`config.mk`:
```
export PLATFORM = sky130hd
export DESIGN_NAME = radix_digit_formatter
export DESIGN_NICKNAME = d
export VERILOG_FILES = /design/src/rtl/core/rdf_pkg.sv /design/src/rtl/core/radix_digit_formatter.sv /design/src/rtl/core/rdf_ram.sv /design/src/rtl/core/rdf_ctrl.sv /design/src/rtl/core/rdf_dpath.sv
export VERILOG_INCLUDE_DIRS = /design/src /design/src/rtl/core
export SDC_FILE = /design/constraint.sdc
export NUM_CORES = 1
export LEC_CHECK = 0
export BUFFER_PORTS_ARGS = -buffer_cell sky130_fd_sc_hd__buf_2
export CAP_MARGIN = 25
export CORE_MARGIN = 2
export CORE_UTILIZATION = 35
export CTS_BUF_LIST = sky130_fd_sc_hd__clkbuf_4
export DETAILED_ROUTE_END_ITERATION = 16
export SLEW_MARGIN = 15
export SYNTH_ARGS = -nofsm -noshare
export SYNTH_HDL_FRONTEND = slang
export SYNTH_SLANG_ARGS = --single-unit
```
`constraint.sdc`:
```
create_clock -name clock -period 8.55 [get_ports clock]
set_clock_uncertainty 0.2 [all_clocks]
set_input_delay 1.71 -clock clock [delete_from_list [all_inputs] [get_ports clock]]
set_output_delay 1.71 -clock clock [all_outputs]
set_load 0.02 [all_outputs]
```
`src/rtl/core/radix_digit_formatter_defines.svh`:
```
// Assertion macros used by the formatter top level.
`ifndef RADIX_DIGIT_FORMATTER_DEFINES_SVH
`define RADIX_DIGIT_FORMATTER_DEFINES_SVH

// Same-cycle implication.
`define RDF_ASSERT_IMPLY(label, clk, rst, ante, cons, msg) \
   label: assert property (@(posedge clk) disable iff (rst) (ante) |-> (cons)) else $error(msg);

// Next-cycle implication.
`define RDF_ASSERT_NEXT(label, clk, rst, ante, cons, msg) \
   label: assert property (@(posedge clk) disable iff (rst) (ante) |=> (cons)) else $error(msg);

`endif

```
`src/rtl/core/rdf_pkg.sv`:
```
package rdf_pkg;

   localparam int MAX_DIGITS_DEFAULT = 32;

   localparam logic [1:0] MODE_BIN = 2'd0;
   localparam logic [1:0] MODE_OCT = 2'd1;
   localparam logic [1:0] MODE_HEX = 2'd2;
   localparam logic [1:0] MODE_DEC = 2'd3;

   typedef struct packed {
      logic signed [31:0] value;
      logic [1:0]         action;
   } rdf_req_type;

   typedef struct packed {
      logic [3:0] digit;
      logic [6:0] ascii_code;
      logic [4:0] position;
      logic       no_digits;
      logic       last;
   } rdf_rsp_type;

   typedef enum logic [2:0] {
      ST_IDLE,
      ST_ZERO,
      ST_STEP,
      ST_DSUB,
      ST_PRIME,
      ST_EMIT
   } rdf_state_type;

   typedef struct packed {
      logic load;
      logic shift_step;
      logic mul_step;
      logic sub_step;
      logic emit_start;
      logic emit_digit;
      logic emit_none;
   } rdf_cmd_type;

   typedef struct packed {
      logic req_nonpos;
      logic quot_zero;
      logic full;
      logic decimal;
      logic last_digit;
      logic out_free;
   } rdf_status_type;

endpackage

```
`src/rtl/core/radix_digit_formatter.sv`:
```
// Radix digit formatter.
// Input channel req_: one transfer carries a signed 32-bit value and a radix
// select (binary, octal, hex, decimal BCD). Output channel rsp_: one transfer
// per digit, with ascii code, position and a last flag. Binary, octal and hex
// digits come most significant first; BCD digits least significant first.
// A value of zero or less gives a single transfer flagged no_digits.
// A power-of-two radix splits digits with one shift per cycle; decimal
// takes a reciprocal multiply, then a subtract, for each digit.
// A prime step starts the digit RAM read, then one digit leaves per cycle
// while the output register is free. req_stall is high from the accepting
// edge until the last digit is loaded into the output register, so the next
// item can start while that digit still waits for the receiver.
// When rsp_stall is high the output register holds and the digit sequencer
// waits. Reset clears the controller and output valid; the digit RAM needs no
// clearing since every entry read was written by the same item.
`include "radix_digit_formatter_defines.svh"

module radix_digit_formatter #(
   parameter int MAX_DIGITS = rdf_pkg::MAX_DIGITS_DEFAULT
) (
   input  logic                 clock,
   input  logic                 reset,
   input  logic                 req_valid,
   output logic                 req_stall,
   input  rdf_pkg::rdf_req_type req_data,
   output logic                 rsp_valid,
   input  logic                 rsp_stall,
   output rdf_pkg::rdf_rsp_type rsp_data
);
   import rdf_pkg::*;

   rdf_cmd_type    cmd;
   rdf_status_type status;

   rdf_ctrl u_ctrl (
      .clock     (clock),
      .reset     (reset),
      .req_valid (req_valid),
      .req_stall (req_stall),
      .status    (status),
      .cmd       (cmd)
   );

   rdf_dpath #(
      .MAX_DIGITS (MAX_DIGITS)
   ) u_dpath (
      .clock     (clock),
      .reset     (reset),
      .cmd       (cmd),
      .req_data  (req_data),
      .rsp_stall (rsp_stall),
      .status    (status),
      .rsp_valid (rsp_valid),
      .rsp_data  (rsp_data)
   );

   `RDF_ASSERT_NEXT(a_busy_after_req, clock, reset, req_valid && !req_stall, req_stall, "block took a req transfer but was not busy after it")
   `RDF_ASSERT_IMPLY(a_none_is_last, clock, reset, rsp_valid && rsp_data.no_digits, rsp_data.last && (rsp_data.position == 5'd0), "no_digits result not a single last result")
   `RDF_ASSERT_IMPLY(a_no_req_mid_seq, clock, reset, rsp_valid && !rsp_data.last, req_stall, "req accepted while digits of an earlier item remain")

endmodule

```
`src/rtl/core/rdf_ram.sv`:
```
module rdf_ram #(
   parameter int WIDTH = 4,
   parameter int DEPTH = 32
) (
   input  logic                     clock,
   input  logic                     wr_en,
   input  logic [$clog2(DEPTH)-1:0] wr_addr,
   input  logic [WIDTH-1:0]         wr_data,
   input  logic [$clog2(DEPTH)-1:0] rd_addr,
   output logic [WIDTH-1:0]         rd_data
);

   logic [WIDTH-1:0] mem_ff [DEPTH];
   logic [WIDTH-1:0] rd_data_ff;

   always_ff @(posedge clock) begin
      if (wr_en) begin
         mem_ff[wr_addr] <= wr_data;
      end
      rd_data_ff <= mem_ff[rd_addr];
   end

   assign rd_data = rd_data_ff;

endmodule

```
`src/rtl/core/rdf_ctrl.sv`:
```
module rdf_ctrl (
   input  logic                    clock,
   input  logic                    reset,
   input  logic                    req_valid,
   output logic                    req_stall,
   input  rdf_pkg::rdf_status_type status,
   output rdf_pkg::rdf_cmd_type    cmd
);
   import rdf_pkg::*;

   rdf_state_type state_ff;
   rdf_state_type state_in;

   always_ff @(posedge clock) begin
      if (reset) begin
         state_ff <= ST_IDLE;
      end else begin
         state_ff <= state_in;
      end
   end

   always_comb begin
      state_in  = state_ff;
      cmd       = '0;
      req_stall = 1'b1;
      unique case (state_ff)
         ST_IDLE: begin
            req_stall = 1'b0;
            if (req_valid) begin
               cmd.load = 1'b1;
               state_in = status.req_nonpos ? ST_ZERO : ST_STEP;
            end
         end
         ST_ZERO: begin
            if (status.out_free) begin
               cmd.emit_none = 1'b1;
               state_in      = ST_IDLE;
            end
         end
         ST_STEP: begin
            if (status.quot_zero || status.full) begin
               state_in = ST_PRIME;
            end else if (status.decimal) begin
               cmd.mul_step = 1'b1;
               state_in     = ST_DSUB;
            end else begin
               cmd.shift_step = 1'b1;
            end
         end
         ST_DSUB: begin
            cmd.sub_step = 1'b1;
            state_in     = ST_STEP;
         end
         ST_PRIME: begin
            cmd.emit_start = 1'b1;
            state_in       = ST_EMIT;
         end
         ST_EMIT: begin
            if (status.out_free) begin
               cmd.emit_digit = 1'b1;
               if (status.last_digit) begin
                  state_in = ST_IDLE;
               end
            end
         end
         default: begin
            state_in = ST_IDLE;
         end
      endcase
   end

endmodule

```
`src/rtl/core/rdf_dpath.sv`:
```
module rdf_dpath #(
   parameter int MAX_DIGITS = rdf_pkg::MAX_DIGITS_DEFAULT
) (
   input  logic                    clock,
   input  logic                    reset,
   input  rdf_pkg::rdf_cmd_type    cmd,
   input  rdf_pkg::rdf_req_type    req_data,
   input  logic                    rsp_stall,
   output rdf_pkg::rdf_status_type status,
   output logic                    rsp_valid,
   output rdf_pkg::rdf_rsp_type    rsp_data
);
   import rdf_pkg::*;

   localparam int LIMIT = (MAX_DIGITS < 31) ? MAX_DIGITS : 31;
   localparam int AW    = $clog2(LIMIT);
   localparam int CW    = $clog2(LIMIT + 1);
   localparam int DEPTH = 1 << AW;
   localparam logic [62:0] RECIP = 63'h0000_0000_CCCC_CCCD;

   function automatic logic [6:0] ascii_of(input logic [3:0] d);
      logic [6:0] dx;
      dx = {3'b000, d};
      return (d < 4'd10) ? (dx + 7'd48) : (dx + 7'd55);
   endfunction

   logic [30:0]   quot_ff, quot_in;
   logic [1:0]    mode_ff, mode_in;
   logic [CW-1:0] count_ff, count_in;
   logic [CW-1:0] idx_ff, idx_in;
   logic [62:0]   prod_ff, prod_in;
   logic          rsp_valid_ff, rsp_valid_in;
   rdf_rsp_type   rsp_data_ff, rsp_data_in;

   logic [3:0]    shift_digit;
   logic [30:0]   shift_quot;
   logic [27:0]   dec_quot;
   logic [30:0]   dec_quot10;
   logic [30:0]   dec_rem;
   logic          wr_en;
   logic [3:0]    wr_data;
   logic [CW-1:0] rev_idx;
   logic [AW-1:0] rd_addr;
   logic [3:0]    rd_data;
   logic          out_free;

   always_ff @(posedge clock) begin
      if (reset) begin
         rsp_valid_ff <= 1'b0;
         count_ff     <= '0;
         idx_ff       <= '0;
         mode_ff      <= MODE_BIN;
         quot_ff      <= '0;
      end else begin
         rsp_valid_ff <= rsp_valid_in;
         count_ff     <= count_in;
         idx_ff       <= idx_in;
         mode_ff      <= mode_in;
         quot_ff      <= quot_in;
      end
   end

   always_ff @(posedge clock) begin
      prod_ff     <= prod_in;
      rsp_data_ff <= rsp_data_in;
   end

   always_comb begin
      case (mode_ff)
         MODE_OCT: begin
            shift_digit = {1'b0, quot_ff[2:0]};
            shift_quot  = quot_ff >> 3;
         end
         MODE_HEX: begin
            shift_digit = quot_ff[3:0];
            shift_quot  = quot_ff >> 4;
         end
         default: begin
            shift_digit = {3'b000, quot_ff[0]};
            shift_quot  = quot_ff >> 1;
         end
      endcase
   end

   assign dec_quot   = prod_ff[62:35];
   assign dec_quot10 = 31'({dec_quot, 3'b000}) + 31'({dec_quot, 1'b0});
   assign dec_rem    = quot_ff - dec_quot10;

   assign out_free = !rsp_valid_ff || !rsp_stall;

   always_comb begin
      quot_in      = quot_ff;
      mode_in      = mode_ff;
      count_in     = count_ff;
      idx_in       = idx_ff;
      prod_in      = prod_ff;
      rsp_valid_in = rsp_valid_ff && rsp_stall;
      rsp_data_in  = rsp_data_ff;
      wr_en        = 1'b0;
      wr_data      = shift_digit;

      if (cmd.load) begin
         quot_in  = req_data.value[30:0];
         mode_in  = req_data.action;
         count_in = '0;
      end
      if (cmd.shift_step) begin
         wr_en    = 1'b1;
         quot_in  = shift_quot;
         count_in = count_ff + CW'(1);
      end
      if (cmd.mul_step) begin
         prod_in = 63'(quot_ff) * RECIP;
      end
      if (cmd.sub_step) begin
         wr_en    = 1'b1;
         wr_data  = dec_rem[3:0];
         quot_in  = 31'(dec_quot);
         count_in = count_ff + CW'(1);
      end
      if (cmd.emit_start) begin
         idx_in = '0;
      end
      if (cmd.emit_digit) begin
         rsp_valid_in           = 1'b1;
         rsp_data_in.digit      = rd_data;
         rsp_data_in.ascii_code = ascii_of(rd_data);
         rsp_data_in.position   = 5'(idx_ff);
         rsp_data_in.no_digits  = 1'b0;
         rsp_data_in.last       = (idx_ff + CW'(1)) == count_ff;
         idx_in                 = idx_ff + CW'(1);
      end
      if (cmd.emit_none) begin
         rsp_valid_in           = 1'b1;
         rsp_data_in.digit      = '0;
         rsp_data_in.ascii_code = '0;
         rsp_data_in.position   = '0;
         rsp_data_in.no_digits  = 1'b1;
         rsp_data_in.last       = 1'b1;
      end
   end

   // read address follows the next index so rd_data matches idx_ff during emission
   assign rev_idx = count_ff - CW'(1) - idx_in;
   assign rd_addr = (mode_ff == MODE_DEC) ? idx_in[AW-1:0] : rev_idx[AW-1:0];

   rdf_ram #(
      .WIDTH (4),
      .DEPTH (DEPTH)
   ) u_store (
      .clock   (clock),
      .wr_en   (wr_en),
      .wr_addr (count_ff[AW-1:0]),
      .wr_data (wr_data),
      .rd_addr (rd_addr),
      .rd_data (rd_data)
   );

   always_comb begin
      status.req_nonpos = req_data.value[31] || (req_data.value == '0);
      status.quot_zero  = quot_ff == '0;
      status.full       = count_ff == CW'(LIMIT);
      status.decimal    = mode_ff == MODE_DEC;
      status.last_digit = (idx_ff + CW'(1)) == count_ff;
      status.out_free   = out_free;
   end

   assign rsp_valid = rsp_valid_ff;
   assign rsp_data  = rsp_data_ff;

endmodule

```
==> results of run 1 <==
==> final timing paths <==
| check | start | endpoint | slack (ns) | depth (start not counted) |
|---|---|---|---|---|
| max | u_dpath.quot_ff[16]$_SDFFE_PP0P_ | u_dpath.prod_ff[62]$_DFFE_PP_ | 0.65 | 23 |
| min | u_dpath.rsp_data[10]$_SDFFE_PP0P_ | u_dpath.rsp_data[10]$_SDFFE_PP0P_ | 0.25 | 2 |
| max reg2reg | u_dpath.quot_ff[16]$_SDFFE_PP0P_ | u_dpath.prod_ff[62]$_DFFE_PP_ | 0.65 | 23 |
| min reg2reg | u_dpath.rsp_data[10]$_SDFFE_PP0P_ | u_dpath.rsp_data[10]$_SDFFE_PP0P_ | 0.25 | 2 |
==> cell type report <==
| cell class | count | area [sq um] | share of cell area (%) |
|---|---|---|---|
| well taps | 846 | 1060 | 4.36 |
| flip-flops and latches | 225 | 6070 | 25.0 |
| clock inverters | 22 | 126 | 0.520 |
| diodes | 1 | 2.50 | 0.0103 |
| clock buffers | 90 | 676 | 2.78 |
| inverters | 362 | 1360 | 5.59 |
| multi-input cells | 1442 | 14600 | 60.0 |
| repair buffers | 73 | 425 | 1.75 |
==> worst reg2reg max path, cell delays in order (launching register included) <==
cell       delay (ns)
dfxtp_1          0.57
inv_1            0.11
ha_1             0.39
fa_1             0.59
inv_1            0.07
fa_1             0.52
inv_1            0.09
fa_1             0.63
inv_1            0.07
fa_1             0.48
inv_1            0.09
fa_1             0.52
fa_1             0.44
ha_1             0.30
ha_1             0.34
a21o_1           0.20
a21o_1           0.17
a21oi_1          0.18
nor2_1           0.07
a2111oi_0        0.70
nand2_1          0.16
o21ai_0          0.44
o21ai_0          0.20
xnor2_1          0.15
==> per-stage QoR <==
stage                     cell area (sq um)  util [%]
after floorplan                       22300         -
after global placement                23500      37.3
after detailed placement              23500      37.3
after CTS                             24300      38.6
after global routing                  24300      38.6
final                                 24300      38.6
==> logic make-up (layout without fill, tap and decap cells) <==
logic type               count (synthesis)  after routing  share of synthesized area [%]
other                                    0              1                              0
XOR/XNOR                                63             63                           2.48
multiplexers                            36             36                           3.44
AO/OA/AOI/OAI                          376            376                           11.3
buffers and inverters                  428            547                           7.53
AND/OR/NAND/NOR                        404            404                           8.52
adder cells (fa/ha/maj)                563            563                           39.5
flip-flops                             225            225                           27.2
==> routing by layer <==
layer,part of all wire [%],up-vias,GRT usage (%)
met5,0.011,-,0
met4,2.5,2,5.31
met3,5.6,90,3.23
met2,48,493,32.8
met1,44,7990,27.4
li1,-,7436,-
==> state kept, by name, summed over array words and instances, names as in the netlist <==
register / flops
u_dpath.rsp_valid: 1
u_dpath.mode_ff: 2
u_dpath.count_ff: 5
u_dpath.idx_ff: 5
u_dpath.u_store.mem_ff: 128
u_dpath.prod_ff: 28
u_dpath.rsp_data: 18
u_dpath.quot_ff: 31
u_dpath.u_store.rd_data: 4
u_ctrl.state_ff: 3
==> placed cells by master, fill, tap and decap left out, types with 4 or more instances in the layout <==
master / count
nor4_1: 8
nand3_1: 27
a21o_1: 43
nand3b_1: 4
mux4_2: 32
o21ai_2: 7
clkbuf_4: 90
nand4_1: 20
a21oi_1: 116
nor3_1: 37
xor2_1: 22
a211oi_1: 57
a22o_1: 5
clkinv_1: 13
and4_1: 4
a22oi_1: 17
nor2b_1: 5
and3_1: 10
nand4b_1: 4
a221oi_1: 25
nand2_1: 109
nor2_1: 142
buf_4: 15
fa_1: 234
edfxtp_1: 156
ha_1: 328
clkinv_2: 6
o211ai_1: 14
a31oi_1: 6
buf_2: 57
dfxtp_1: 69
and2_1: 5
inv_1: 362
o21ai_0: 38
xnor2_1: 41
==> results.cfg, run 1 <==
[sta]
period_share_pct = 92.4
fmaxAchievable_ghz = 0.127
whs_ns = 0.253
drv_slew = 0
rsz0062_at_grt = false
finalSetupViolCount = 0
layout_setup_ws_ns = 0.646
tightest_slew_ns = 1.07
final.setup.tns_ns = 0
min_period_ns = 7.90
maxSlewHeadroom_pct = 28.9
hold_viol = 0

[critical_path]
crit_path_end_kind = register
crit_family = adder cells
slowest_stage = a2111oi_0
max_stage_delay_ns = 0.70
path_buf_inv = 5
cp_cell_sequence = inv_1 > ha_1 > fa_1 > inv_1 > fa_1 > inv_1 > fa_1 > inv_1 > fa_1 > inv_1 > fa_1 > fa_1 > ha_1 > ha_1 > a21o_1 > a21o_1 > a21oi_1 > nor2_1 > a2111oi_0 > nand2_1 > o21ai_0 > o21ai_0 > xnor2_1
worstPathRequired_ns = 8.87
cp_max_fo = 9
path_class = register to register
crit_top_cell = fa_1
arrival_ns = 8.22
critPathLaunchType = register

[logic_synthesis]
synth_top_area_share_pct = 21.0
synth_edf_count = 156
synth_seq_area_share_pct = 27.2
yosysWarnings = 0
syn_avg_cell_area_sq_um = 10.6
yosys-top-cells-area = edfxtp_1 21%, fa_1 21%, ha_1 18%
synth_cell_types = 83
synth_top_area_cell = edfxtp_1
ys_top_cells_by_count = 362 x inv_1, 329 x ha_1, 234 x fa_1
synth_fp_nets = 2696
synth_area_sq_um = 22300
syn_inst = 2095
synth_ff_type = edfxtp_1
synthArstFlopShare_pct = 0
yosys.cell_count.top_type = inv_1
ys_ff_latch = 225

[layout]
layout-area-overhead-vs-synth_pct = 9.06
num-fill-cells = 6265
instances_no_fill = 3061
nets = 2765
drive_gt1_share_pct = 11.2

[global_route]
grt_max_degree = 60
gr-usage-all-layers_pct = 20.0
grt_pass1_vias = 16900
grt_overflow = 0
antenna_found_initial = 4
grt_pass1_wl_mm = 101

[worst_hold_path]
min_path_type = register to register

[clock_network]
htreeDepth = 2
cts_tree = yes
cts_hold_buf = 0
post_cts_resized = 0
clkTransAtPathRegs_ns = 0.06
root_buffer = clkbuf_4
cts_setup_buffers = 0
cts.sinks = 225
clk_latency_ns = 0.83
numCtsBuffers = 60
ctsLongestPathBuffers = 3

[placement]
placed_cells = 2948
gp_congestion = 0.947
dp_slack_ns = 0.578
hpwl_mm = 53.6
port_buffers = 57

[routing]
avgRoutedWirePerCell_microns = 21.1
dr.pass1.iters = 8
post-route-drc-count = 0
vias_per_cell = 5.23
wirelength_mm = 64.5
drt_iter0_drc = 1197
vias = 16000
antenna_left = 0

[die]
core_sq_um = 63000
die_x_microns = 256
row_count = 92
die_area_sq_um = 65700
dieHeight_microns = 256
ios = 58
start_util_pct = 35.4

[run_status]
outcome = complete, no violations

[flow_run]
cap_violations = 0
Power of run 1 is left out: the tool's default activity adds up to more than one toggle a clock period on the data nets, which glitch-free logic cannot reach.
==> run 2, diff against run 1 <==
--- a/config.mk
+++ b/config.mk
@@ -7,5 +7,4 @@
 export NUM_CORES = 1
 export LEC_CHECK = 0
-export BUFFER_PORTS_ARGS = -buffer_cell sky130_fd_sc_hd__buf_2
 export CAP_MARGIN = 25
 export CORE_MARGIN = 2
@@ -13,4 +12,5 @@
 export CTS_BUF_LIST = sky130_fd_sc_hd__clkbuf_4
 export DETAILED_ROUTE_END_ITERATION = 16
+export DONT_BUFFER_PORTS = 1
 export SLEW_MARGIN = 15
 export SYNTH_ARGS = -nofsm -noshare
==> constraint.sdc (replaced) <==
create_clock -name clock -period 8.55 [get_ports clock]
set_clock_uncertainty 0.2 [all_clocks]
set_input_delay 0 -clock clock [delete_from_list [all_inputs] [get_ports clock]]
set_output_delay 0 -clock clock [all_outputs]
set_load 0.02 [all_outputs]
==> results.cfg, run 2 (synthesis results as in run 1) <==
[layout]
drive_gt1_share_pct = 8.78
layout-area-overhead-vs-synth_pct = 11.6
largest-register = u_dpath.u_store.mem_ff
largest_register_ffs = 128
nets = 2782
reg_top3 = u_dpath.u_store.mem_ff (128), u_dpath.quot_ff (31), u_dpath.prod_ff (28)
final_common_cell = inv_1
layout_common_cells = 362 x inv_1, 328 x ha_1, 234 x fa_1

[clock_network]
clk_latency_ns = 0.80
cts_setup_buffers = 0
cts.sinks = 225
root_buffer = clkbuf_4
numCtsBuffers = 59
htreeDepth = 2
ctsLongestPathBuffers = 3
clkTransAtPathRegs_ns = 0.06
cts_tree = yes

[worst_hold_path]
min_path_type = input pin to register

[critical_path]
crit_top_cell = fa_1
crit_family = adder cells
path_class = register to register
crit_path_end_kind = register
worstPathRequired_ns = 8.88
cp_max_fo = 9
critPathLaunchType = register
max_stage_delay_ns = 0.70
arrival_ns = 8.37
path_buf_inv = 4
slowest_stage = fa_1
cp_cell_sequence = ha_1 > fa_1 > fa_1 > inv_1 > fa_1 > fa_1 > inv_1 > fa_1 > fa_1 > inv_1 > fa_1 > inv_1 > ha_1 > a21o_1 > a311o_1 > a21oi_1 > nor2b_1 > a22oi_1 > o21ai_1 > o21ai_0 > o21ai_0 > xnor2_1

[sta]
tightest_slew_ns = 1.02
whs_ns = 0.0542
period_share_pct = 94.1
rsz0062_at_grt = false
hold_viol = 0
final.setup.tns_ns = 0
finalSetupViolCount = 0
min_period_ns = 8.04
drv_slew = 0
fmaxAchievable_ghz = 0.124
maxSlewHeadroom_pct = 31.4

[routing]
dr.pass1.iters = 5
post-route-drc-count = 0
drt_iter0_drc = 1138
antenna_left = 0
avgRoutedWirePerCell_microns = 21.3
wirelength_mm = 66.0
vias_per_cell = 5.25
vias = 16200

[placement]
port_buffers = 0
gp_congestion = 0.949
hpwl_mm = 53.2

[global_route]
gr-usage-all-layers_pct = 20.4
grt_max_degree = 60
grt_overflow = 0
grt_pass1_wl_mm = 102
grt_pass1_vias = 16900
antenna_found_initial = 14

[die]
ios = 58
core_sq_um = 63000
start_util_pct = 35.4
die_area_sq_um = 65700
dieHeight_microns = 256
row_count = 92
die_x_microns = 256

[run_status]
outcome = complete, no violations

[flow_run]
cap_violations = 0
-- run 2: metal layers --
metal	GRT usage [%]	vias up	routed length, microns
li1	-	7480	-
met1	26.3	8091	27500
met2	32.1	525	30600
met3	6.63	126	5580
met4	7.28	8	2260
met5	0	-	50
-- run 2: path summary, 6_finish.rpt --
path,start,endpoint,slack [ns],cells after the start
worst max-delay path,u_dpath.quot_ff[7]$_SDFFE_PP0P_,u_dpath.prod_ff[62]$_DFFE_PP_,0.51,22
worst min-delay path,req_data[4],u_dpath.quot_ff[2]$_SDFFE_PP0P_,0.05,5
worst max register to register,u_dpath.quot_ff[7]$_SDFFE_PP0P_,u_dpath.prod_ff[62]$_DFFE_PP_,0.51,22
worst min register to register,u_dpath.u_store.rd_data[0]$_DFF_P_,u_dpath.rsp_data[14]$_SDFFE_PP0P_,0.27,2
-- run 2: cell type report --
cell class	count	area, sq um
timing repair buffer	91	941
clock inverter	22	138
sequential	225	6070
multi-input combinational	1442	14600
antenna	14	35.0
tap	846	1060
clock buffer	90	676
inverter	362	1360
fill	6179	38100
-- run 2: repair_timing --
item	4_1_cts	5_1_grt
endpoints found under the hold margin	65	0
gates resized for setup	0	0
hold buffers	74	0
-- run 2: worst reg2reg max path: stages (launching register included) --
cell and delay (ns):
dfxtp_1 0.61, ha_1 0.38, fa_1 0.61, fa_1 0.70
inv_1 0.08, fa_1 0.45, fa_1 0.56, inv_1 0.06
fa_1 0.52, fa_1 0.50, inv_1 0.05, fa_1 0.50
inv_1 0.05, ha_1 0.36, a21o_1 0.20, a311o_1 0.35
a21oi_1 0.28, nor2b_1 0.09, a22oi_1 0.21, o21ai_1 0.21
o21ai_0 0.45, o21ai_0 0.22, xnor2_1 0.16
-- run 2: through the flow --
step / worst slack [ns] / cells / cell area, sq um / utilization, %
finish: 0.508 / 3092 / 24900 / 39.5
global route: 0.0770 / 3088 / 24900 / 39.5
CTS: 0.522 / 3077 / 24800 / 39.4
detailed placement: 0.526 / 2891 / 23200 / 36.9
global placement: 0.626 / 2888 / 23200 / 36.8
floorplan: 1.47 / 2095 / 22300 / -
Power of run 2 is left out for the same reason.
==> run 3, diff against run 2 <==
Settings changed: HOLD_SLACK_MARGIN from default to 0.12.
==> results.cfg, run 3 (synthesis results as in run 1) <==
[run_status]
outcome = complete, no violations

[critical_path]
arrival_ns = 8.39
crit_path_end_kind = register
cp_max_fo = 9
rrSetupSlack_ns = 0.48
cp_cell_sequence = ha_1 > fa_1 > fa_1 > inv_1 > fa_1 > fa_1 > inv_1 > fa_1 > fa_1 > inv_1 > fa_1 > inv_1 > ha_1 > a21o_1 > a311o_1 > a21oi_1 > nor2b_1 > a22oi_1 > o21ai_1 > o21ai_0 > o21ai_0 > xnor2_1
max_stage_delay_ns = 0.69
slowest_stage = fa_1
r2r_end = u_dpath.prod_ff[62]$_DFFE_PP_
path_class = register to register
crit_top_cell = fa_1
reg2reg_from = u_dpath.quot_ff[7]$_SDFFE_PP0P_
path_buf_inv = 4
crit_family = adder cells
critPathLaunchType = register
worstPathRequired_ns = 8.88
rr_worst_depth = 22

[routing]
antenna_left = 0
wirelength_mm = 66.1
avgRoutedWirePerCell_microns = 21.2
dr.pass1.iters = 6
post-route-drc-count = 0
drt_iter0_drc = 1138
vias = 16400
vias_per_cell = 5.26

[placement]
gp_congestion = 0.949
hpwl_mm = 53.2
port_buffers = 0

[layout]
drive_gt1_share_pct = 8.69
layout_common_cells = 362 x inv_1, 328 x ha_1, 234 x fa_1
reg_top3 = u_dpath.u_store.mem_ff (128), u_dpath.quot_ff (31), u_dpath.prod_ff (28)
nets = 2806
final_common_cell = inv_1
largest-register = u_dpath.u_store.mem_ff
largest_register_ffs = 128
layout-area-overhead-vs-synth_pct = 12.6
num-fill-cells = 6166

[clock_network]
clk_latency_ns = 0.80
clkTransAtPathRegs_ns = 0.07
root_buffer = clkbuf_4
cts_tree = yes
ctsLongestPathBuffers = 3
cts.sinks = 225
htreeDepth = 2
numCtsBuffers = 59
post_cts_resized = 0

[die]
die_x_microns = 256
die_area_sq_um = 65700
row_count = 92
dieHeight_microns = 256
ios = 58
start_util_pct = 35.4
core_sq_um = 63000

[sta]
final.setup.tns_ns = 0
period_share_pct = 94.3
min_period_ns = 8.07
fmaxAchievable_ghz = 0.124
drv_slew = 0
tightest_slew_ns = 1.01
hold_viol = 0
maxSlewHeadroom_pct = 32.1
finalSetupViolCount = 0
rsz0062_at_grt = false

[worst_hold_path]
worstHoldPathCells = 2
min_to = u_dpath.rsp_data[14]$_SDFFE_PP0P_
hp-start = u_dpath.u_store.rd_data[0]$_DFF_P_
min_path_type = register to register

[global_route]
grt_pass1_wl_mm = 102
grt_pass1_vias = 17000
grt_overflow = 0
antenna_found_initial = 14
gr-usage-all-layers_pct = 20.5
grt_max_degree = 60

[flow_run]
cap_violations = 0
-- run 3: layout make-up --
type / count / area [sq um] / share of cell area (%)
Antenna cell: 11 / 27.5 / 0.110
Clock buffer: 90 / 676 / 2.69
Clock inverter: 22 / 138 / 0.548
Inverter: 362 / 1360 / 5.41
Multi-Input combinational cell: 1442 / 14600 / 58.1
Sequential cell: 225 / 6070 / 24.2
Tap cell: 846 / 1060 / 4.22
Timing Repair Buffer: 115 / 1180 / 4.71
-- run 3: metal layers --
layer / vias up / part of all wire, % / wire (microns) / track usage (%)
met5: - / 0.076 / 50 / 0
met4: 8 / 3.6 / 2380 / 7.26
met3: 131 / 8.7 / 5740 / 6.56
met2: 570 / 46 / 30700 / 32.3
met1: 8124 / 41 / 27200 / 26.3
li1: 7536 / - / - / -
-- run 3: repair_timing --
| action | 4_1_cts | 5_1_grt |
|---|---|---|
| endpoints found under the hold margin | 65 | 0 |
| buffers inserted | 0 | 0 |
| hold buffers | 98 | 0 |
-- run 3: worst max path at each step --
stage	startpoint	endpoint	slack (ns)	cells past startpoint
after floorplan	u_dpath.quot_ff[5]$_SDFFE_PP0P_	u_dpath.prod_ff[60]$_DFFE_PP_	1.47	26
after global placement	u_dpath.quot_ff[7]$_SDFFE_PP0P_	u_dpath.prod_ff[62]$_DFFE_PP_	0.63	22
after detailed placement	u_dpath.quot_ff[7]$_SDFFE_PP0P_	u_dpath.prod_ff[62]$_DFFE_PP_	0.53	22
after CTS	u_dpath.quot_ff[7]$_SDFFE_PP0P_	u_dpath.prod_ff[62]$_DFFE_PP_	0.52	22
after global routing	u_dpath.quot_ff[16]$_SDFFE_PP0P_	u_dpath.prod_ff[62]$_DFFE_PP_	0.06	23
final	u_dpath.quot_ff[7]$_SDFFE_PP0P_	u_dpath.prod_ff[62]$_DFFE_PP_	0.48	22
-- run 3: per-stage QoR --
step | utilization, % | instance area (sq um) | std cells | setup slack, ns | hold WS (ns)
floorplan | - | 22300 | 2095 | 1.47 | -0.0640
global placement | 36.8 | 23200 | 2888 | 0.626 | -0.120
detailed placement | 36.9 | 23200 | 2891 | 0.526 | -0.121
CTS | 39.8 | 25000 | 3101 | 0.522 | 0.231
global route | 39.9 | 25100 | 3112 | 0.0644 | 0.277
finish | 39.9 | 25100 | 3113 | 0.485 | 0.267
-- run 3: worst min-delay path, cell delays in order, from the launching register on --
cell and delay (ns):
dfxtp_1 0.31, nand2_1 0.05, a21oi_1 0.05
Power of run 3 is left out for the same reason.
